**config.mk**
```make
export PLATFORM = sky130hd
export DESIGN_NAME = rpse_front
export DESIGN_NICKNAME = d
export VERILOG_FILES = /design/src/rtl/rpse_pkg.sv /design/src/rtl/rpse_front.sv
export SDC_FILE = /design/constraint.sdc
export NUM_CORES = 1
export LEC_CHECK = 0
export ABC_AREA = 1
export BUFFER_PORTS_ARGS = -buffer_cell sky130_fd_sc_hd__buf_2
export CORE_UTILIZATION = 47
export CTS_CLUSTER_DIAMETER = 150
export DETAILED_ROUTE_END_ITERATION = 12
export HOLD_SLACK_MARGIN = 0.1
export PLACE_DENSITY = 0.75
export SYNTH_ARGS = -nofsm -noshare
export SYNTH_HDL_FRONTEND = slang
export SYNTH_SLANG_ARGS = --single-unit
```
**constraint.sdc**
```tcl
create_clock -name clk_i -period 5.58 [get_ports clk_i]
set_clock_uncertainty 0.2 [all_clocks]
set_input_delay 0.837 -clock clk_i [delete_from_list [all_inputs] [get_ports clk_i]]
set_output_delay 0.837 -clock clk_i [all_outputs]
set_load 0.02 [all_outputs]
```
**src/rtl/rpse_pkg.sv**
```systemverilog
// ----------------------------------------------------------------------------
// rpse_pkg
// Shared types and constants of the RAID-5 parity slice engine.
// ----------------------------------------------------------------------------
package rpse_pkg;

  localparam int unsigned MaxDrives   = 16;
  localparam int unsigned BlockWords  = 64;
  localparam int unsigned BlockBits   = 48;
  localparam int unsigned DriveBits   = 4;
  localparam int unsigned WordBits    = 6;
  localparam int unsigned CountBits   = 5;
  localparam int unsigned BufWords    = MaxDrives * BlockWords;
  localparam int unsigned BufAddrBits = DriveBits + WordBits;
  localparam int unsigned DataBits    = 64;

  localparam logic [2:0] OpFill       = 3'd0;
  localparam logic [2:0] OpRead       = 3'd1;
  localparam logic [2:0] OpWrite      = 3'd2;
  localparam logic [2:0] OpRebuild    = 3'd3;
  localparam logic [2:0] OpDrain      = 3'd4;
  localparam logic [2:0] OpInvalidate = 3'd5;

  typedef struct packed {
    logic [2:0]           operation;
    logic [BlockBits-1:0] logical_block;
    logic [BlockBits-1:0] slice_number;
    logic [DriveBits-1:0] drive_index;
    logic [WordBits-1:0]  word_index;
    logic [DataBits-1:0]  data_word;
    logic                 last_word;
  } in_t;

  typedef struct packed {
    logic [DataBits-1:0]  read_data;
    logic [BlockBits-1:0] mapped_slice;
    logic [DriveBits-1:0] data_drive;
    logic [DriveBits-1:0] parity_drive;
    logic                 slice_miss;
    logic                 buffer_dirty;
  } out_t;

  // one mapped request between front and back
  typedef struct packed {
    in_t                  item;
    logic [BlockBits-1:0] slice;
    logic [DriveBits-1:0] data_at;
    logic [DriveBits-1:0] par_drive;
  } rec_t;

endpackage

```
**src/rtl/rpse_front.sv**
```systemverilog
// ----------------------------------------------------------------------------
// rpse_front
// Accepts requests and maps the logical block: bit-serial division by n-1,
// with slice mod n tracked from the quotient bits as they appear.
// ----------------------------------------------------------------------------
module rpse_front (
  input  logic                          clk_i,
  input  logic                          rst_ni,
  input  logic [rpse_pkg::CountBits-1:0] n_i,
  input  logic                          in_valid_i,
  output logic                          in_stall_o,
  input  rpse_pkg::in_t                 in_data_i,
  output logic                          push_o,
  output rpse_pkg::rec_t                push_data_o,
  input  logic                          full_i
);

  typedef enum logic [1:0] {
    StIdle,
    StDiv,
    StPush
  } state_e;

  state_e                             state_q, state_d;
  rpse_pkg::in_t                      item_q, item_d;
  logic [rpse_pkg::BlockBits-1:0]     dvd_q, dvd_d;
  logic [rpse_pkg::BlockBits-1:0]     quo_q, quo_d;
  logic [rpse_pkg::CountBits-1:0]     rem_q, rem_d;
  logic [rpse_pkg::CountBits-1:0]     pmod_q, pmod_d;
  logic [5:0]                         cnt_q, cnt_d;

  logic [rpse_pkg::CountBits-1:0] dv;
  logic [rpse_pkg::CountBits:0]   trial, ptrial;
  logic                           qbit;
  logic [rpse_pkg::DriveBits-1:0] data_at;

  assign dv = n_i - rpse_pkg::CountBits'(1);

  always_comb begin
    trial  = {rem_q, dvd_q[rpse_pkg::BlockBits-1]};
    qbit   = (trial >= {1'b0, dv});
    ptrial = {pmod_q, qbit};
  end

  // data drive skips the parity drive
  always_comb begin
    data_at = rem_q[rpse_pkg::DriveBits-1:0];
    if (pmod_q <= rem_q) begin
      data_at = rem_q[rpse_pkg::DriveBits-1:0] + rpse_pkg::DriveBits'(1);
    end
  end

  always_comb begin
    state_d = state_q;
    item_d  = item_q;
    dvd_d   = dvd_q;
    quo_d   = quo_q;
    rem_d   = rem_q;
    pmod_d  = pmod_q;
    cnt_d   = cnt_q;
    unique case (state_q)
      StIdle: begin
        if (in_valid_i) begin
          item_d  = in_data_i;
          dvd_d   = in_data_i.logical_block;
          quo_d   = '0;
          rem_d   = '0;
          pmod_d  = '0;
          cnt_d   = 6'(rpse_pkg::BlockBits);
          state_d = StDiv;
        end
      end
      StDiv: begin
        dvd_d = {dvd_q[rpse_pkg::BlockBits-2:0], 1'b0};
        quo_d = {quo_q[rpse_pkg::BlockBits-2:0], qbit};
        rem_d = qbit ? rpse_pkg::CountBits'(trial - {1'b0, dv})
                     : rpse_pkg::CountBits'(trial);
        pmod_d = (ptrial >= {1'b0, n_i}) ? rpse_pkg::CountBits'(ptrial - {1'b0, n_i})
                                         : rpse_pkg::CountBits'(ptrial);
        cnt_d = cnt_q - 6'd1;
        if (cnt_q == 6'd1) begin
          state_d = StPush;
        end
      end
      StPush: begin
        if (!full_i) begin
          state_d = StIdle;
        end
      end
      default: state_d = StIdle;
    endcase
  end

  always_ff @(posedge clk_i or negedge rst_ni) begin
    if (!rst_ni) begin
      state_q <= StIdle;
      item_q  <= '0;
      dvd_q   <= '0;
      quo_q   <= '0;
      rem_q   <= '0;
      pmod_q  <= '0;
      cnt_q   <= '0;
    end else begin
      state_q <= state_d;
      item_q  <= item_d;
      dvd_q   <= dvd_d;
      quo_q   <= quo_d;
      rem_q   <= rem_d;
      pmod_q  <= pmod_d;
      cnt_q   <= cnt_d;
    end
  end

  assign in_stall_o            = (state_q != StIdle);
  assign push_o                = (state_q == StPush) && !full_i;
  assign push_data_o.item      = item_q;
  assign push_data_o.slice     = quo_q;
  assign push_data_o.data_at   = data_at;
  assign push_data_o.par_drive = pmod_q[rpse_pkg::DriveBits-1:0];

endmodule

```
==> Yosys cells after proc, flatten, opt, wreduce, memory -nomap -nowiden <==
Index checks and enable logic that the tools add are counted.
{ "totals": {"regBits": 288, "word_cells": 51, "inputBits": 183} }
{ "op_classes": {"eq_ne": 6, "addsub": 5, "order_cmp": 3, "mux": 16, "n_reduce_logical": 8} }
{ "op_table": {"columns": ["op", "n"], "rows": [
  ["$pmux 48 s2", 2],
  ["$mux 48", 2],
  ["$pmux 5 s2", 2],
  ["$mux 5", 3],
  ["$ge 6x5->1", 2],
  ["$pmux 6 s2", 1],
  ["$sub 5x5->5", 2],
  ["$eq 6x1->1 const B", 1],
  ["$mux 2", 3],
  ["$mux 6", 1],
  ["$ne 2x2->1 const B", 3],
  ["$pmux 2 s3", 1],
  ["$sub 6x1->6 const B", 1],
  ["$le 5x5->1", 1],
  ["$sub 5x1->5 const B", 1],
  ["$add 4x1->4 const B", 1],
  ["$mux 4", 1],
  ["$reduce_and 2->1", 2],
  ["$reduce_bool 2->1", 2],
  ["$reduce_and 3->1", 1],
  ["$eq 2x1->1 const B", 1],
  ["$eq 2x2->1 const B", 1],
  ["$logic_not 2->1", 1],
  ["$logic_and 1x1->1", 1],
  ["$logic_not 1->1", 1]
]} }

==> Logic depth before layout (Yosys ltp) <==
{ "logic_depth": {"ltp_word": 5, "ltp_mapped": 20} }

==> Worst setup path before layout <==
No wires, ideal clock.
{ "synth_timing": {"path_type": "in2reg", "startpoint": "input port n_i[0] in the netlist's numbering", "endpoint": "register pmod_q[0] in the netlist's numbering", "required_ns": 5.262, "setup_slack_ns": 2.011, "setup_ns": 0.118, "t_arrival_ns": 3.251, "stages": 18, "cell_sequence": "inv_1 -> ha_1 -> nand3_1 -> xor2_1 -> ha_1 -> inv_1 -> nor2_1 -> nand3_1 -> inv_1 -> nor2_1 -> ha_1 -> fa_1 -> nand2_1 -> nand3_1 -> nand3_1 -> nand2_1 -> nand3_1 -> nand2_1"} }
{ "synth_via": {"elab_chain_cells": 5, "elab_cells_between_ends": 6} }
{ "synth_rtl": {"columns": ["item", "line", "text"], "rows": [
  ["start, declared", "rpse_front.sv:9", "input logic [rpse_pkg::CountBits-1:0] n_i,"],
  ["$sub 5x1->5", "rpse_front.sv:37", "assign dv = n_i - rpse_pkg::CountBits'(1);"],
  ["$ge 6x5->1", "rpse_front.sv:41", "qbit = (trial >= {1'b0, dv});"],
  ["$sub 5x5->5 or $ge 6x5->1 (tied branches)", "rpse_front.sv:78", "pmod_d = (ptrial >= {1'b0, n_i}) ? rpse_pkg::CountBits'(ptrial - {1'b0, n_i})"],
  ["$mux 5 (*)", "rpse_front.sv:78", null],
  ["$pmux 5 s2 (*)", "rpse_front.sv:61", "unique case (state_q)"],
  ["end signal, assigned", "rpse_front.sv:109", "pmod_q <= pmod_d;"],
  ["end, declared", "rpse_front.sv:29", "logic [rpse_pkg::CountBits-1:0] pmod_q, pmod_d;"]
]} }
Mark *: on every way between the ends. The rest lies on a longest branch, timed or not.
A chain may end at the register's enable or synchronous reset.

==> Worst setup path in the final report <==
{ "layout_timing": {"startpoint": "input port n_i[1] in the netlist's numbering", "endpoint": "register pmod_q[3] in the netlist's numbering"} }
The elaborated chain is that of the path after synthesis.

==> results.yml <==
critical_path:
  worst_ep_arrival_ns: 3.78
  path_common_cell: "sky130_fd_sc_hd__nand3_1"
  timing.critical_path.from_type: "input port"
  setup.worst_path.start: "n_i[1]"
  reg2reg_from: "rem_q[0]"
  worst_setup_path_end_kind: "flip-flop"
  worstPathMaxFanout: 7
  worst_path_largest_cell_delay_ns: 0.42
  cp.required_ns: 5.79
  cp_top_family: "simple AND/OR/NAND/NOR gates"
  crit_path_cell_trace: "buf_2, inv_1, ha_1, nand3_1, xor2_1, ha_1, inv_1, nor2_1, nand3_1, inv_1, nor2_1, ha_1, fa_1, nand2_1, nand3_1, nand3_1, nand2_1, nand3_1, nand2_1"
  critPathKind: "in -> reg"
  path_buf_inv: 4
  worst_path_max_delay_cell: "sky130_fd_sc_hd__fa_1"
clock_network:
  postCtsResizedCells: 0
  postCtsSetupBuffers: 0
  clkSinkCount: 288
  clock_tree_from_tritoncts: "done"
  clk_pin_slew_ns: 0.06
  clock_latency_ns: 0.54
  cts-htree-levels: 1
  cts.root.buffer_cell: "sky130_fd_sc_hd__clkbuf_16"
  cts_inserted_buffers: 30
  clock_buffer_depth: 3
  quantity_of_hold_fixing_buffers_added_after_cts: 0
cells_and_area:
  most-common-layout-cells: "sky130_fd_sc_hd__nand2_1, sky130_fd_sc_hd__buf_2, sky130_fd_sc_hd__dfrtp_1"
  final_common_cell: "sky130_fd_sc_hd__nand2_1"
  fill_cells: 2156
  layout.nets: 1930
  flow.area_growth_from_synthesis_pct: 27.7
  post_route_cells_drive_above_1_share: 0.274
power_and_ir_drop:
  power_frac_seq: 0.361
  power_uw: 10000
  power.ir.vdd_worst_uv: 395
  p_switching_uw: 4360
  p_per_area_nw_per_um2: 669
  clock_share_of_power: 0.197
  internal_uw: 5670
  sw_frac_of_total: 0.434
  p_leak_uw: 0.00870
  pwr-share-comb: 0.442
floorplan:
  rows: 57
  floorplan.die_area_um2: 25600
  initial_utilization: 0.482
  placeableCoreArea_um2: 24400
  num_io_pins: 415
  dieHeight_um: 160
  dieWidth_um: 160
drt:
  num_vias: 10200
  drt_initial_violations: 700
  drt-total-wl_um: 32500
  avgRoutedWirePerCell_um: 15.6
  number_of_iterations_in_the_first_detailed_routing_pass: 6
  viasPerCell: 4.90
  postRouteAntennaNets: 0
  drcViolationCount: 0
global_route:
  first_pass_grt_wire_length_um: 51500
  gr-usage-met2: 0.414
  highest_utilization_routing_layer_at_the_global_route_stage: "met2"
  grt_start_max_net_pins: 141
  grt_use_total: 0.253
  met1_usage: 0.321
  first_global_vias: 9746
  grt_use_met3: 0.0595
  number_of_antenna_violations_at_the_first_check_in_global_routing: 7
  gr-total-overflow: 0
sta:
  fin_crit_ns: 3.57
  unrepaired_setup_endpoints_after_global_routing: "no"
  max_clock_freq_ghz: 0.280
  timing.slew.headroom: 0.290
  report.final.setup_viol: 0
  timing_worst_slew_pin_value_ns: 1.07
  fin_crit_sh: 0.640
  hold_violations: 0
  fin_tns_setup_ns: 0
  final-max-slew-violation-count: 0
yosys:
  post_synth_num_cell_types: 23
  synth-seq-cells: 288
  synthesis.nets: 1541
  synth.avg_cell_area_um2: 8.79
  syn-instance-count: 1337
  sequential_area_share_after_synthesis: 0.614
  synth_warnings: 0
  post_synth_instance_area_um2: 11700
min_path:
  min-delay-path-class: "in -> async"
place:
  io_buffers: 414
  detailed_place_hpwl_um: 22500
  final_gp_congestion: 0.877
flow_run:
  cap_violations: 0
run_status:
  outcome: "finished clean"
-- cells in the mapped netlist, drive strengths merged --
master	n	area, um^2
xnor2	1	8.76
ha	19	238
o21ai	11	55.1
dfrtp	288	7210
or2	1	6.26
inv	92	345
xor2	6	52.6
fa	2	40.0
o211ai	2	15.0
nand4	2	12.5
nor2	15	63.8
a21boi	1	11.3
nand2	695	2610
o22ai	48	300
nand3	88	440
clkbuf	16	60.1
buf	48	267
a21oi	2	10.0
-- registers in the layout, summed over array words and instances (netlist names) --
signal       cells
cnt_q            6
dvd_q           48
pmod_q           5
push_data_o    174
quo_q           48
rem_q            5
state_q          2
-- layer usage --
| metal | vias to the layer above | part of all wire | wire (um) |
|---|---|---|---|
| met2 | 355 | 0.48 | 15700 |
| met5 | - | 0.0012 | 38 |
| met1 | 4782 | 0.41 | 13200 |
| met3 | 85 | 0.071 | 2300 |
| met4 | 8 | 0.040 | 1300 |
| li1 | 4933 | - | - |
-- per-stage QoR --
step | utilization | setup slack (ns) | hold WS (ns) | std cells | area (um^2)
4_1_cts | 0.614 | 2.06 | 0.184 | 2073 | 15000
5_1_grt | 0.615 | 1.78 | 0.189 | 2075 | 15000
3_5_place_dp | 0.574 | 1.51 | 0.259 | 2018 | 14000
2_1_floorplan | - | 2.01 | 0.252 | 1337 | 11700
3_3_place_gp | 0.574 | 1.56 | 0.256 | 2018 | 14000
6_report | 0.615 | 2.01 | 0.128 | 2076 | 15000
-- power groups by stage --
stage          Clock, uW  Combinational, uW  Sequential, uW
6_report            1970               4440            3620
5_1_grt             2110               4880            3740
4_1_cts             2010               4470            3620
3_5_place_dp           0               4450            3620
3_3_place_gp           0               4350            3610
2_1_floorplan          0               2070            4490
-- logic make-up (layout without fill, tap and decap cells) --
group,Yosys count,after routing,share of synthesized area
other cells,0,3,0
simple gates,801,801,0.267
compound gates,64,64,0.0333
xor+xnor,7,7,0.00522
fa+ha+maj,21,21,0.0236
flops,288,288,0.614
buf+inv,156,568,0.0572
-- final timing paths --
kind                                         end  slack, ns  cells past startpoint
worst min register to register  push_data_o[202]       0.27                      2
max in group asynchronous       push_data_o[156]       3.98                      2
worst min-delay path                   dvd_q[42]       0.13                      1
worst max-delay path                   pmod_q[3]       2.01                     19
worst max register to register         pmod_q[3]       2.30                     14
min in group clk_i              push_data_o[202]       0.27                      2
-- cell type report --
class / instances / area [um^2] / area share
inverters: 92 / 350 / 0.0234
well taps: 324 / 405 / 0.0270
clock inverters: 11 / 91.3 / 0.00609
diodes: 3 / 7.51 / 0.000501
flip-flops and latches: 288 / 7210 / 0.481
clock buffers: 44 / 905 / 0.0603
multi-input cells: 893 / 3880 / 0.259
repair buffers: 421 / 2150 / 0.143
(Power assumes the default switching activity.)
