`src/rtl/rpse_pkg.sv`:
```
// ----------------------------------------------------------------------------
// rpse_pkg
// Shared types and constants of the RAID-5 parity slice engine.
// ----------------------------------------------------------------------------
package rpse_pkg;

  localparam int unsigned MaxDrives   = 16;
  localparam int unsigned BlockWords  = 64;
  localparam int unsigned BlockBits   = 48;
  localparam int unsigned DriveBits   = 4;
  localparam int unsigned WordBits    = 6;
  localparam int unsigned CountBits   = 5;
  localparam int unsigned BufWords    = MaxDrives * BlockWords;
  localparam int unsigned BufAddrBits = DriveBits + WordBits;
  localparam int unsigned DataBits    = 64;

  localparam logic [2:0] OpFill       = 3'd0;
  localparam logic [2:0] OpRead       = 3'd1;
  localparam logic [2:0] OpWrite      = 3'd2;
  localparam logic [2:0] OpRebuild    = 3'd3;
  localparam logic [2:0] OpDrain      = 3'd4;
  localparam logic [2:0] OpInvalidate = 3'd5;

  typedef struct packed {
    logic [2:0]           operation;
    logic [BlockBits-1:0] logical_block;
    logic [BlockBits-1:0] slice_number;
    logic [DriveBits-1:0] drive_index;
    logic [WordBits-1:0]  word_index;
    logic [DataBits-1:0]  data_word;
    logic                 last_word;
  } in_t;

  typedef struct packed {
    logic [DataBits-1:0]  read_data;
    logic [BlockBits-1:0] mapped_slice;
    logic [DriveBits-1:0] data_drive;
    logic [DriveBits-1:0] parity_drive;
    logic                 slice_miss;
    logic                 buffer_dirty;
  } out_t;

  // one mapped request between front and back
  typedef struct packed {
    in_t                  item;
    logic [BlockBits-1:0] slice;
    logic [DriveBits-1:0] data_at;
    logic [DriveBits-1:0] par_drive;
  } rec_t;

endpackage

```
`src/rtl/rpse_queue.sv`:
```
// ----------------------------------------------------------------------------
// rpse_queue
// Two-entry queue of mapped requests between front and back.
// ----------------------------------------------------------------------------
module rpse_queue (
  input  logic           clk_i,
  input  logic           rst_ni,
  input  logic           push_i,
  input  rpse_pkg::rec_t push_data_i,
  output logic           full_o,
  input  logic           pop_i,
  output logic           empty_o,
  output rpse_pkg::rec_t pop_data_o
);

  rpse_pkg::rec_t ent_q [2];
  logic           wptr_q, rptr_q;
  logic [1:0]     cnt_q;

  always_ff @(posedge clk_i or negedge rst_ni) begin
    if (!rst_ni) begin
      wptr_q <= 1'b0;
      rptr_q <= 1'b0;
      cnt_q  <= '0;
    end else begin
      if (push_i) begin
        wptr_q <= ~wptr_q;
      end
      if (pop_i) begin
        rptr_q <= ~rptr_q;
      end
      cnt_q <= cnt_q + 2'(push_i) - 2'(pop_i);
    end
  end

  always_ff @(posedge clk_i) begin
    if (push_i) begin
      ent_q[wptr_q] <= push_data_i;
    end
  end

  assign full_o     = (cnt_q == 2'd2);
  assign empty_o    = (cnt_q == 2'd0);
  assign pop_data_o = ent_q[rptr_q];

endmodule

```
`config.mk`:
```
export PLATFORM = sky130hd
export DESIGN_NAME = rpse_queue
export DESIGN_NICKNAME = d
export VERILOG_FILES = /design/src/rtl/rpse_pkg.sv /design/src/rtl/rpse_queue.sv
export SDC_FILE = /design/constraint.sdc
export NUM_CORES = 1
export LEC_CHECK = 0
export BUFFER_PORTS_ARGS = -buffer_cell sky130_fd_sc_hd__buf_2
export CAP_MARGIN = 20
export CORE_UTILIZATION = 45
export DETAILED_ROUTE_END_ITERATION = 16
export HOLD_SLACK_MARGIN = 0.15
export PLACE_DENSITY = 0.72
export SYNTH_ARGS = -nofsm -noshare
export SYNTH_HDL_FRONTEND = slang
export SYNTH_SLANG_ARGS = --single-unit
export TNS_END_PERCENT = 20
```
`constraint.sdc`:
```
create_clock -name clk_i -period 18.59 [get_ports clk_i]
set_clock_uncertainty 0.2 [all_clocks]
set_input_delay 0.9295 -clock clk_i [delete_from_list [all_inputs] [get_ports clk_i]]
set_output_delay 0.9295 -clock clk_i [all_outputs]
set_load 0.01 [all_outputs]
```
Yosys cells after proc, flatten, opt, wreduce, memory -nomap -nowiden
Memories as Yosys holds them, arrays and structs flattened.
Index checks and enable logic that the tools add are counted.
- add/sub/neg operators: 2
- equality and inequality tests: 1
- mux-type cells: 2
- bitwise gates (word level): 2
- reductions and logical operators: 1
- operator list (operator ; count):
    adder 2 x 1 -> 2 bit ; 1
    == test 2 bit, second input constant ; 1
    logical NOT 2 bit ; 1
    2-to-1 mux 1 bit ; 2
    inverter 1 bit ; 2
    subtractor 2 x 1 -> 2 bit ; 1
- bits in registers: 4
- RAM bits: 460
- word-level logic and storage cells: 12
- memories kept: 1
- memories (memory ; depth ; width ; read ports ; clocked after Yosys merged registers in ; wr ports ; line ; RTL):
    ent_q ; 2 ; 230 ; 1 ; 0 ; 1 ; rpse_queue.sv:16 ; rpse_pkg::rec_t ent_q [2];

Depth between registers and ports, before layout
Gate-level depths: netlist of the first run.
- word-level depth: 2
- mapped depth: 5
- depth with buffers taken out: 5

Least setup slack after synthesis of the first run
OpenSTA, ideal clock, no wires.
- path type: input to register
- from: input push_i
- to: memory ent_q[0][0] (netlist name), enable pin
- arrival time: 10.835 ns
- data required time: 17.538 ns
- path slack: 6.703 ns
- cell stages on the path: 1
- path buffers: 0
- cells stage by stage: nor2b_1
- longest elaborated chain between the ends: 2
- ends and longest elaborated chain (element ; line ; RTL):
    start: declaration ; rpse_queue.sv:8 ; input logic push_i,
    2-to-1 mux 1 bit ; rpse_queue.sv:37 ; if (push_i) begin
    2-to-1 mux 1 bit (not written as such) ; rpse_queue.sv:38 ; ent_q[wptr_q] <= push_data_i;
    end: declaration ; rpse_queue.sv:16 ;
No other way between the ends.

==> flow_metrics.env, run 1 <==
export IMPL_outcome="finished clean"
export IMPL_final_nets=1466
export IMPL_globalRouteMet1Util=0.190
export IMPL_grt_setup_unrepaired="no"
export IMPL_design_die_area_um2=40000
export IMPL_die_extent_in_y_um=200
export IMPL_cts_tree="built"
export IMPL_ios=466
export IMPL_achievable_frequency_ghz=0.235
export IMPL_drcViolationCount=0
export IMPL_timing_setup_tns_ns=0
export IMPL_ys_flop_type="edfxtp_1"
export IMPL_worstMarginPinSlew_ns=1.08
export IMPL_synth_distinct_cells=14
export IMPL_fin_crit_sh=0.229
export IMPL_hold_viol=0
export IMPL_yosys_register_bits=464
export IMPL_fin_area_um2=22000
export IMPL_clock_tree_buffer_depth=3
export IMPL_area_growth_syn_to_layout_pct=24.6
export IMPL_synth_top_area_cell="edfxtp_1"
export IMPL_static_leakage_power_nw=8.78
export IMPL_synth_warnings=0
export IMPL_cts_setup_buffers=0
export IMPL_rows=72
export IMPL_drt_wirelength_per_cell_um=19.4
export IMPL_syn_area_um2=17600
export IMPL_main_area_contributors_after_synthesis="edfxtp_1 78%, mux2_4 16%, mux2_2 2.6%, buf_8 0.94%, buf_6 0.70%"
export IMPL_total_cell_area_at_the_placement_stage_um2=20400
export IMPL_layout_drive_gt1_share=0.611
export IMPL_crit_required_ns=17.46
export IMPL_maximum_number_of_pins_on_one_net_before_global_route_repair=124
export IMPL_clk_latency_ns=0.57
export IMPL_worst_endpoint_arrival_ns=3.12
export IMPL_synthArstFlopShare=0.00862
export IMPL_place_hpwl_mm=23.2
export IMPL_seq_area_frac_synth=0.790
export IMPL_portBuffers=465
export IMPL_dieWidth_um=200
export IMPL_syn_inst=731
export IMPL_clock_sink_total=464
export IMPL_setup_viol_count_final=0
export IMPL_yosys_top_cells_count="460 x edfxtp_1, 190 x mux2_4, 40 x mux2_2"
export IMPL_place_congestion=0.720
export IMPL_global_route_wire_length_before_repair_mm=49.4
export IMPL_vias_per_cell=4.80
export IMPL_slew_headroom=0.280
export IMPL_final_fill_count=2898
export IMPL_grtUsageMet3=0.0758
export IMPL_worst_path_max_fanout=55
export IMPL_synth_enable_flop_cells=460
export IMPL_setup_worst_path_class="flop to output port"
export IMPL_min_delay_path_class="input port to flop"
export IMPL_detailedRoute_firstPassIterationCount=4
export IMPL_cts_htree_levels=2
export IMPL_numCtsBuffers=49
export IMPL_core_um2=38600
export IMPL_register_area_um2=13900
export IMPL_final_antenna_violating_net_count=0
export IMPL_grt_antenna_before_repair=12
export IMPL_multi_input_area_um2=3400
export IMPL_period_needed_ns=4.25
export IMPL_grt_pass1_vias=8749
export IMPL_pwr_density_cell_nw_per_um2=156
export IMPL_grt_busiest_layer="met2"
export IMPL_clkSlewWorstSetupHoldPaths_ns=0.06
export IMPL_synth_largest_type_area_fraction=0.784
export IMPL_power_ir_vdd_worst_uv=122
export IMPL_drt_total_wl_mm=34.9
export IMPL_initial_utilization=0.456
export IMPL_startpoint_type="flop"
export IMPL_maxCapViolCount=0
export IMPL_globalRouteOverflowTotal=0
export IMPL_grt_total_usage=0.168
export IMPL_met2_global_route_usage=0.275
export IMPL_detailroute_via_count=8627
export IMPL_drt_initial_drc_count=311
export IMPL_setup_crit_end_kind="output port"
export IMPL_total_nets_after_synthesis=967
export IMPL_clock_tree_root_cell="clkbuf_16"
export IMPL_postSynthAreaPerCell_um2=24.1
export IMPL_synth_most_common_cell="edfxtp_1"
export IMPL_timing_final_max_slew_violations=0
==> where the power goes <==
part           switching, mW  internal (mW)  total [mW]  leakage (nW)
Combinational          0.515          0.517        1.03          3.66
Clock                  0.383          0.543       0.926         0.755
Sequential            0.0747           1.39        1.47          4.36
==> state kept, by name, indices dropped and copies added (netlist names) <==
signal / flops
cnt_q: 2
ent_q: 460
rptr_q: 1
wptr_q: 1
==> what timing repair did <==
item / CTS / global route
resized for setup: 0 / 0
hold endpoints to repair: 4 / 0
hold buffers: 1 / 0
==> cell families after synthesis <==
kind of cell / count (synthesis) / share of synthesized area
simple gates: 4 / 0.00128
buf+inv: 28 / 0.0180
fa+ha+maj: 2 / 0.00142
flops: 464 / 0.790
mux: 230 / 0.187
xor+xnor: 3 / 0.00234
==> cell usage in the layout, fill, tap and decap left out, drive strengths merged <==
cell	netlist	layout
nor2	1	1
xor3	1	1
dfrtp	4	4
clkbuf	0	60
xor2	2	2
inv	2	7
ha	2	2
dlygate4sd3	0	1
buf	26	473
diode	0	11
clkinvlp	0	2
nor2b	2	2
clkinv	0	20
edfxtp	460	460
mux2	230	230
bufinv	0	3
and2	1	1
==> layout make-up <==
type                            instances  share of cell area
Antenna cell                           11             0.00125
Clock buffer                           60              0.0597
Clock inverter                         30              0.0107
Inverter                                2            0.000342
Multi-Input combinational cell        239               0.155
Sequential cell                       464               0.634
Tap cell                              518              0.0295
Timing Repair Buffer                  474               0.110
==> critical path: stages (launching register included) <==
cell	delay, ns
dfrtp_4	1.05
buf_4	0.91
mux2_4	0.36
buf_2	0.15
==> per-layer routing <==
| layer | routed length [um] | vias to the layer above |
|---|---|---|
| li1 | - | 3955 |
| met5 | 42 | - |
| met4 | 910 | 8 |
| met1 | 13200 | 4223 |
| met3 | 3830 | 62 |
| met2 | 17000 | 379 |
==> final timing paths <==
kind / to / start / depth (start not counted) / slack, ns
worst max-delay path: pop_data_o[34] / rptr_q$_DFFE_PN0P_ / 3 / 14.34
worst min-delay path: ent_q[1][20]$_DFFE_PP_ / push_data_i[20] / 1 / 0.35
worst max register to register: ent_q[0][9]$_DFFE_PP_ / wptr_q$_DFFE_PN0P_ / 3 / 15.26
worst min register to register: wptr_q$_DFFE_PN0P_ / wptr_q$_DFFE_PN0P_ / 1 / 0.36
max in group asynchronous: rptr_q$_DFFE_PN0P_ / rst_ni / 2 / 17.55
min in group asynchronous: rptr_q$_DFFE_PN0P_ / rst_ni / 2 / 0.50
==> through the flow <==
step                instances   util  hold slack [ns]  total power [mW]  setup WS (ns)
finish                   1798  0.568            0.346              3.42          14.34
global route             1793  0.568            0.309              3.59          14.18
CTS                      1787  0.567            0.300              3.47          14.26
detailed placement       1696  0.527            0.344              2.54          14.48
global placement         1696  0.527            0.328              2.52          14.51
floorplan                 731      -            0.255              2.27           6.70
Note: power is estimated with default switching activity, not from simulation.
==> inputs of run 2 (changes only) <==
ABC_AREA = 1   (was default)
clock period = 4.45 ns   (was 18.59 ns; I/O delays follow)
==> flow_metrics.env, run 2 <==
export IMPL_drt_wirelength_per_cell_um=17.9
export IMPL_post_layout_nonfiller_instances=2524
export IMPL_synth_enable_flop_cells=460
export IMPL_largest_regs="ent_q: 460 flops, cnt_q: 2 flops"
export IMPL_cts_setup_buffers=0
export IMPL_maxCapViolCount=0
export IMPL_final_common_cell="buf_2"
export IMPL_timing_final_max_slew_violations=0
export IMPL_final_nets=2210
export IMPL_ys_flop_type="edfxtp_1"
export IMPL_min_delay_path_class="input port to flop"
export IMPL_rows=71
export IMPL_synth_most_common_cell="edfxtp_1"
export IMPL_crit_required_ns=4.03
export IMPL_synth_compound_area_frac=0.0668
export IMPL_drt_initial_drc_count=756
export IMPL_vias_per_cell=4.80
export IMPL_final_antenna_violating_net_count=0
export IMPL_setup_viol_count_final=0
export IMPL_post_synth_simple_gate_area=0.0523
export IMPL_timing_setup_tns_ns=0
export IMPL_adder_cell_share_of_the_synthesized_area=0.00145
export IMPL_worstHoldEndpoint="ent_q[0][206]$_DFFE_PP_"
export IMPL_initial_utilization=0.458
export IMPL_layout_drive_gt1_share=0.272
export IMPL_fin_crit_sh=0.654
export IMPL_hold_start="push_data_i[206]"
export IMPL_max_flop_register="ent_q"
export IMPL_synth_distinct_cells=15
export IMPL_syn_inst=1226
export IMPL_synth_largest_type_area_fraction=0.801
export IMPL_maximum_number_of_pins_on_one_net_before_global_route_repair=139
export IMPL_ios=466
export IMPL_area_growth_syn_to_layout_pct=40.7
export IMPL_hold_viol=0
export IMPL_setup_worst_path_class="flop to output port"
export IMPL_grt_setup_unrepaired="no"
export IMPL_main_area_contributors_after_synthesis="edfxtp_1 80%, inv_1 5.2%, nand2_1 5.1%, o21ai_0 3.7%, o21ai_1 3.0%"
export IMPL_ff2ff_path_depth=3
export IMPL_pwr_density_cell_nw_per_um2=588
export IMPL_cts_tree="built"
export IMPL_core_um2=37700
export IMPL_seq_area_frac_synth=0.807
export IMPL_portBuffers=465
export IMPL_final_cell_mix="465 x buf_2, 460 x edfxtp_1, 271 x dlygate4sd3_1"
export IMPL_drcViolationCount=0
export IMPL_power_ir_vdd_worst_uv=406
export IMPL_postSynthAreaPerCell_um2=14.1
export IMPL_worstMarginPinSlew_ns=0.831
export IMPL_clock_tree_buffer_depth=3
export IMPL_post_layout_total_power_mw=14.3
export IMPL_detailroute_via_count=12100
export IMPL_period_needed_ns=2.91
export IMPL_number_of_cells_on_the_worst_hold_path=2
export IMPL_clock_sink_total=464
export IMPL_synthArstFlopShare=0.00862
export IMPL_synth_top_area_cell="edfxtp_1"
export IMPL_globalRouteOverflowTotal=0
export IMPL_clk_latency_ns=0.57
export IMPL_clock_tree_root_cell="clkbuf_16"
export IMPL_place_congestion=0.769
export IMPL_synth_mux_area_frac=0
export IMPL_yosys_register_bits=464
export IMPL_slew_headroom=0.446
export IMPL_startpoint_type="flop"
export IMPL_setup_crit_end_kind="output port"
export IMPL_numCtsBuffers=47
export IMPL_grt_antenna_before_repair=6
export IMPL_grt_pass1_vias=12300
export IMPL_worst_r2r_startpoint="wptr_q$_DFFE_PN0P_"
export IMPL_synth_warnings=0
export IMPL_syn_area_um2=17200
export IMPL_drt_total_wl_mm=45.1
export IMPL_synth_xor_area_share=0.00102
export IMPL_global_route_wire_length_before_repair_mm=66.0
export IMPL_clkSlewWorstSetupHoldPaths_ns=0.07
export IMPL_yosys_top_cells_count="460 x edfxtp_1, 237 x inv_1, 236 x nand2_1"
export IMPL_static_leakage_power_nw=10.3
export IMPL_largest_family_of_logic_cells_by_synthesized_area="buffers and inverters"
export IMPL_dieWidth_um=198
export IMPL_worst_endpoint_arrival_ns=2.49
export IMPL_outcome="finished clean"
export IMPL_detailedRoute_firstPassIterationCount=4
export IMPL_die_extent_in_y_um=198
export IMPL_layout_core_utilization=0.644
export IMPL_place_hpwl_mm=24.7
export IMPL_worst_path_max_fanout=67
export IMPL_dp_cells=2165
export IMPL_regToRegSetupSlack_ns=2.21
export IMPL_largest_register_ffs=460
export IMPL_postCtsResizedCells=0
export IMPL_grt_total_usage=0.224
export IMPL_worst_r2r_endpoint="ent_q[1][8]$_DFFE_PP_"
export IMPL_final_fill_count=2492
export IMPL_achievable_frequency_ghz=0.344
export IMPL_design_die_area_um2=39100
export IMPL_cts_htree_levels=2
export IMPL_total_nets_after_synthesis=1462
==> run 2: changes by cell type in the layout (fill, tap and decap cells not counted), sizes merged, moves of 2 or more <==
cell / change
nor2: +2
clkbuf: +2
dlygate4sd3: +270
diode: -5
buf: +6
nor2b: -2
inv: +231
o21ai: +230
nand2: +236
clkinv: -7
mux2: -230
==> run 2: area by class of cell <==
cell class,count,area (um2),share of cell area
clock buffers,62,1270,0.0526
repair buffers,750,5230,0.216
well taps,511,639,0.0264
flip-flops and latches,464,13900,0.574
multi-input cells,474,2110,0.0868
inverters,237,893,0.0368
diodes,6,15.0,0.000619
clock inverters,20,180,0.00743
==> run 2: logic make-up (layout without fill, tap and decap cells) <==
logic type / after synthesis / after routing
flip-flops: 464 / 464
buffers and inverters: 288 / 1069
AND/OR/NAND/NOR: 240 / 240
AO/OA/AOI/OAI: 230 / 230
adder cells (fa/ha/maj): 2 / 2
XOR/XNOR: 2 / 2
other: 0 / 6
==> run 2: critical path, cell delays in order, from the launching register on <==
cell     delay, ns
dfrtp_4       0.83
buf_12        0.32
buf_4         0.27
nand2_1       0.13
o21ai_1       0.15
buf_2         0.18
==> run 2: worst max path at each step <==
stage,start,end,cells past startpoint
floorplan,wptr_q$_DFFE_PN0P_,ent_q[1][0]$_DFFE_PP_,2
global placement,rptr_q$_DFFE_PN0P_,pop_data_o[138],5
detailed placement,rptr_q$_DFFE_PN0P_,pop_data_o[132],5
CTS,rptr_q$_DFFE_PN0P_,pop_data_o[130],5
global route,rptr_q$_DFFE_PN0P_,pop_data_o[223],4
finish,rptr_q$_DFFE_PN0P_,pop_data_o[112],5
==> run 2: repair_timing <==
action	CTS	global route
hold endpoints to repair	481	0
setup endpoints to repair	0	0
hold buffers	271	0
==> run 2: where the power goes <==
| group | internal [mW] | switching, mW | leakage (nW) | total (mW) |
|---|---|---|---|---|
| clock | 2.19 | 1.61 | 0.708 | 3.79 |
| sequential | 5.80 | 0.294 | 4.36 | 6.10 |
| combinational | 1.50 | 2.87 | 5.23 | 4.37 |
==> run 2: per-layer routing <==
metal	GRT usage	share of wire	up-vias
met5	0	0.00027	-
met4	0.0968	0.039	2
met3	0.0731	0.098	125
met2	0.395	0.51	609
met1	0.246	0.36	5743
li1	-	-	5647
==> run 2: metrics by stage <==
stage | setup WS [ns] | instance area, um2 | hold slack [ns]
2_1_floorplan | -0.0711 | 17300 | -0.273
3_3_place_gp | 2.18 | 20100 | -0.168
3_5_place_dp | 2.16 | 20100 | -0.163
4_1_cts | 1.54 | 24200 | 0.150
5_1_grt | 1.40 | 24300 | 0.159
6_report | 1.54 | 24300 | 0.178
==> inputs of run 3 (changes only) <==
clock period = 2.7 ns   (was 4.45 ns; I/O delays follow)
==> flow_metrics.env, run 3 <==
export IMPL_postSynthAreaPerCell_um2=14.1
export IMPL_synth_enable_flop_cells=460
export IMPL_tool_error="[ERROR RSZ-0060] Max buffer count reached."
export IMPL_cts_hold_repair_buffers=450
export IMPL_synth_most_common_cell="edfxtp_1"
export IMPL_place_congestion=0.749
export IMPL_portBuffers=465
export IMPL_synth_top_area_cell="edfxtp_1"
export IMPL_postCtsResizedCells=0
export IMPL_rows=71
export IMPL_main_area_contributors_after_synthesis="edfxtp_1 80%, inv_1 5.2%, nand2_1 5.1%, o21ai_0 3.7%, o21ai_1 3.0%"
export IMPL_syn_area_um2=17200
export IMPL_synth_largest_type_area_fraction=0.801
export IMPL_yosys_register_bits=464
export IMPL_ios=466
export IMPL_cts_htree_levels=2
export IMPL_cts_setup_buffers=0
export IMPL_dieWidth_um=198
export IMPL_initial_utilization=0.458
export IMPL_total_cell_area_at_the_placement_stage_um2=20100
export IMPL_synthArstFlopShare=0.00862
export IMPL_numCtsBuffers=47
export IMPL_ys_flop_type="edfxtp_1"
export IMPL_synth_warnings=0
export IMPL_clock_tree_buffer_depth=3
export IMPL_clock_tree_root_cell="clkbuf_16"
export IMPL_syn_inst=1226
export IMPL_die_extent_in_y_um=198
export IMPL_synth_distinct_cells=15
export IMPL_place_hpwl_mm=25.4
export IMPL_clock_sink_total=464
export IMPL_outcome="did not finish"
export IMPL_lastStage="clock tree synthesis"
export IMPL_total_nets_after_synthesis=1462
export IMPL_yosys_top_cells_count="460 x edfxtp_1, 237 x inv_1, 236 x nand2_1"
export IMPL_seq_area_frac_synth=0.807
run 3: cell counts after synthesis:
No cell type changed its count.
run 3: stage by stage:
stage | std cells | TNS (ns) | hold WS [ns] | setup WS (ns) | util
after detailed placement | 2165 | 0 | -0.249 | 0.757 | 0.534
after global placement | 2165 | 0 | -0.246 | 0.793 | 0.534
after floorplan | 1226 | -823.34 | -0.361 | -1.82 | -
run 3: cell families after synthesis:
family | Yosys count | synth area share
buf+inv | 288 | 0.0715
flops | 464 | 0.807
simple gates | 240 | 0.0523
compound gates | 230 | 0.0668
fa+ha+maj | 2 | 0.00145
xor+xnor | 2 | 0.00102
==> inputs of run 4 (changes only) <==
CORE_UTILIZATION = 30   (was 45)
HOLD_SLACK_MARGIN = default   (was 0.15)
PLACE_DENSITY = default   (was 0.72)
PLACE_DENSITY_LB_ADDON = 0.15   (was default)
==> flow_metrics.env, run 4 (synthesis gave the netlist of run 2 again) <==
export IMPL_static_leakage_power_nw=10.3
export IMPL_layout_drive_gt1_share=0.283
export IMPL_detailedRoute_firstPassIterationCount=5
export IMPL_place_hpwl_mm=27.9
export IMPL_global_route_wire_length_before_repair_mm=63.6
export IMPL_timing_setup_tns_ns=0
export IMPL_portBuffers=465
export IMPL_drt_wirelength_per_cell_um=15.0
export IMPL_detailroute_via_count=11300
export IMPL_post_layout_nonfiller_instances=2753
export IMPL_final_nets=2193
export IMPL_worstHoldEndpoint="ent_q[0][179]$_DFFE_PP_"
export IMPL_final_common_cell="buf_2"
export IMPL_setup_viol_count_final=0
export IMPL_setup_crit_end_kind="output port"
export IMPL_maximum_number_of_pins_on_one_net_before_global_route_repair=91
export IMPL_cts_hold_repair_buffers=234
export IMPL_setup_worst_path_class="flop to output port"
export IMPL_vias_per_cell=4.09
export IMPL_slew_headroom=0.653
export IMPL_worst_endpoint_arrival_ns=2.19
export IMPL_pwr_density_cell_nw_per_um2=962
export IMPL_worst_r2r_startpoint="wptr_q$_DFFE_PN0P_"
export IMPL_period_needed_ns=2.53
export IMPL_rows=87
export IMPL_clk_latency_ns=0.57
export IMPL_startpoint_type="flop"
export IMPL_worst_r2r_endpoint="ent_q[1][82]$_DFFE_PP_"
export IMPL_achievable_frequency_ghz=0.396
export IMPL_post_layout_total_power_mw=23.5
export IMPL_globalRouteOverflowTotal=0
export IMPL_grt_pass1_vias=11400
export IMPL_design_die_area_um2=58400
export IMPL_max_flop_register="ent_q"
export IMPL_numCtsBuffers=51
export IMPL_worst_path_max_fanout=52
export IMPL_largest_register_ffs=460
export IMPL_cts_setup_buffers=0
export IMPL_final_antenna_violating_net_count=0
export IMPL_clock_tree_buffer_depth=3
export IMPL_postCtsResizedCells=0
export IMPL_die_extent_in_y_um=242
export IMPL_hold_viol=0
export IMPL_crit_required_ns=2.37
export IMPL_fin_crit_sh=0.936
export IMPL_dp_cells=2426
export IMPL_detailedPlace_worstSlack_ns=0.746
export IMPL_core_um2=56600
export IMPL_outcome="finished clean"
export IMPL_power_ir_vdd_worst_uv=548
export IMPL_number_of_cells_on_the_worst_hold_path=2
export IMPL_dieWidth_um=242
export IMPL_initial_utilization=0.305
export IMPL_drt_initial_drc_count=389
export IMPL_hold_start="push_data_i[179]"
export IMPL_cts_htree_levels=2
export IMPL_area_growth_syn_to_layout_pct=41.7
export IMPL_regToRegSetupSlack_ns=0.88
export IMPL_layout_setup_ws_ns=0.174
export IMPL_clock_tree_root_cell="clkbuf_16"
export IMPL_fin_area_um2=24400
export IMPL_grt_antenna_before_repair=2
export IMPL_clock_sink_total=464
export IMPL_cts_tree="built"
export IMPL_worstMarginPinSlew_ns=0.521
export IMPL_clkSlewWorstSetupHoldPaths_ns=0.06
export IMPL_place_congestion=0.774
export IMPL_ios=466
export IMPL_min_delay_path_class="input port to flop"
export IMPL_grt_setup_unrepaired="no"
export IMPL_drt_total_wl_mm=41.3
export IMPL_grt_total_usage=0.139
export IMPL_ff2ff_path_depth=3
export IMPL_largest_regs="ent_q: 460 flops, cnt_q: 2 flops"
export IMPL_total_cell_area_at_the_placement_stage_um2=20600
export IMPL_maxCapViolCount=0
export IMPL_drcViolationCount=0
export IMPL_timing_final_max_slew_violations=0
export IMPL_final_cell_mix="465 x buf_2, 460 x edfxtp_1, 236 x inv_1"
-- run 4: routing by layer --
metal  wire length, um  GRT usage
met5                 0          0
met4               942     0.0454
met3              3050     0.0432
met2             19800      0.233
met1             17500      0.170
-- run 4: report_power, final --
part | switching (mW) | leakage (nW) | internal [mW]
Clock | 2.68 | 0.748 | 3.65
Combinational | 4.64 | 5.17 | 2.62
Sequential | 0.376 | 4.36 | 9.55
Total | 7.70 | 10.3 | 15.8
-- run 4: worst max path at each step --
stage	start	endpoint	slack, ns	depth (start not counted)
finish	rptr_q$_DFFE_PN0P_	pop_data_o[95]	0.17	5
global route	rptr_q$_DFFE_PN0P_	pop_data_o[103]	0.006	5
CTS	rptr_q$_DFFE_PN0P_	pop_data_o[95]	0.09	5
detailed placement	rptr_q$_DFFE_PN0P_	pop_data_o[95]	0.75	5
global placement	rptr_q$_DFFE_PN0P_	pop_data_o[95]	0.79	5
floorplan	wptr_q$_DFFE_PN0P_	ent_q[1][0]$_DFFE_PP_	-1.82	2
-- run 4: final cells by class --
type                            count  area (um2)
Inverter                          237         893
Antenna cell                        2        5.00
Multi-Input combinational cell    474        2110
Timing Repair Buffer              729        5040
Fill cell                        5364       32200
Tap cell                          756         946
Clock inverter                     28         155
Sequential cell                   464       13900
Clock buffer                       63        1360
-- run 4: metrics by stage --
step           hold WS (ns)  utilization
2_1_floorplan        -0.361            -
3_3_place_gp         -0.234        0.363
3_5_place_dp         -0.239        0.363
4_1_cts              0.0265        0.432
5_1_grt              0.0519        0.432
6_report             0.0779        0.432
-- run 4: worst max-delay path, stage by stage, from the launching register on --
cell and delay, ns:
dfrtp_4 0.68, buf_12 0.30, buf_12 0.22, nand2_1 0.06, o21ai_1 0.11, buf_2 0.16
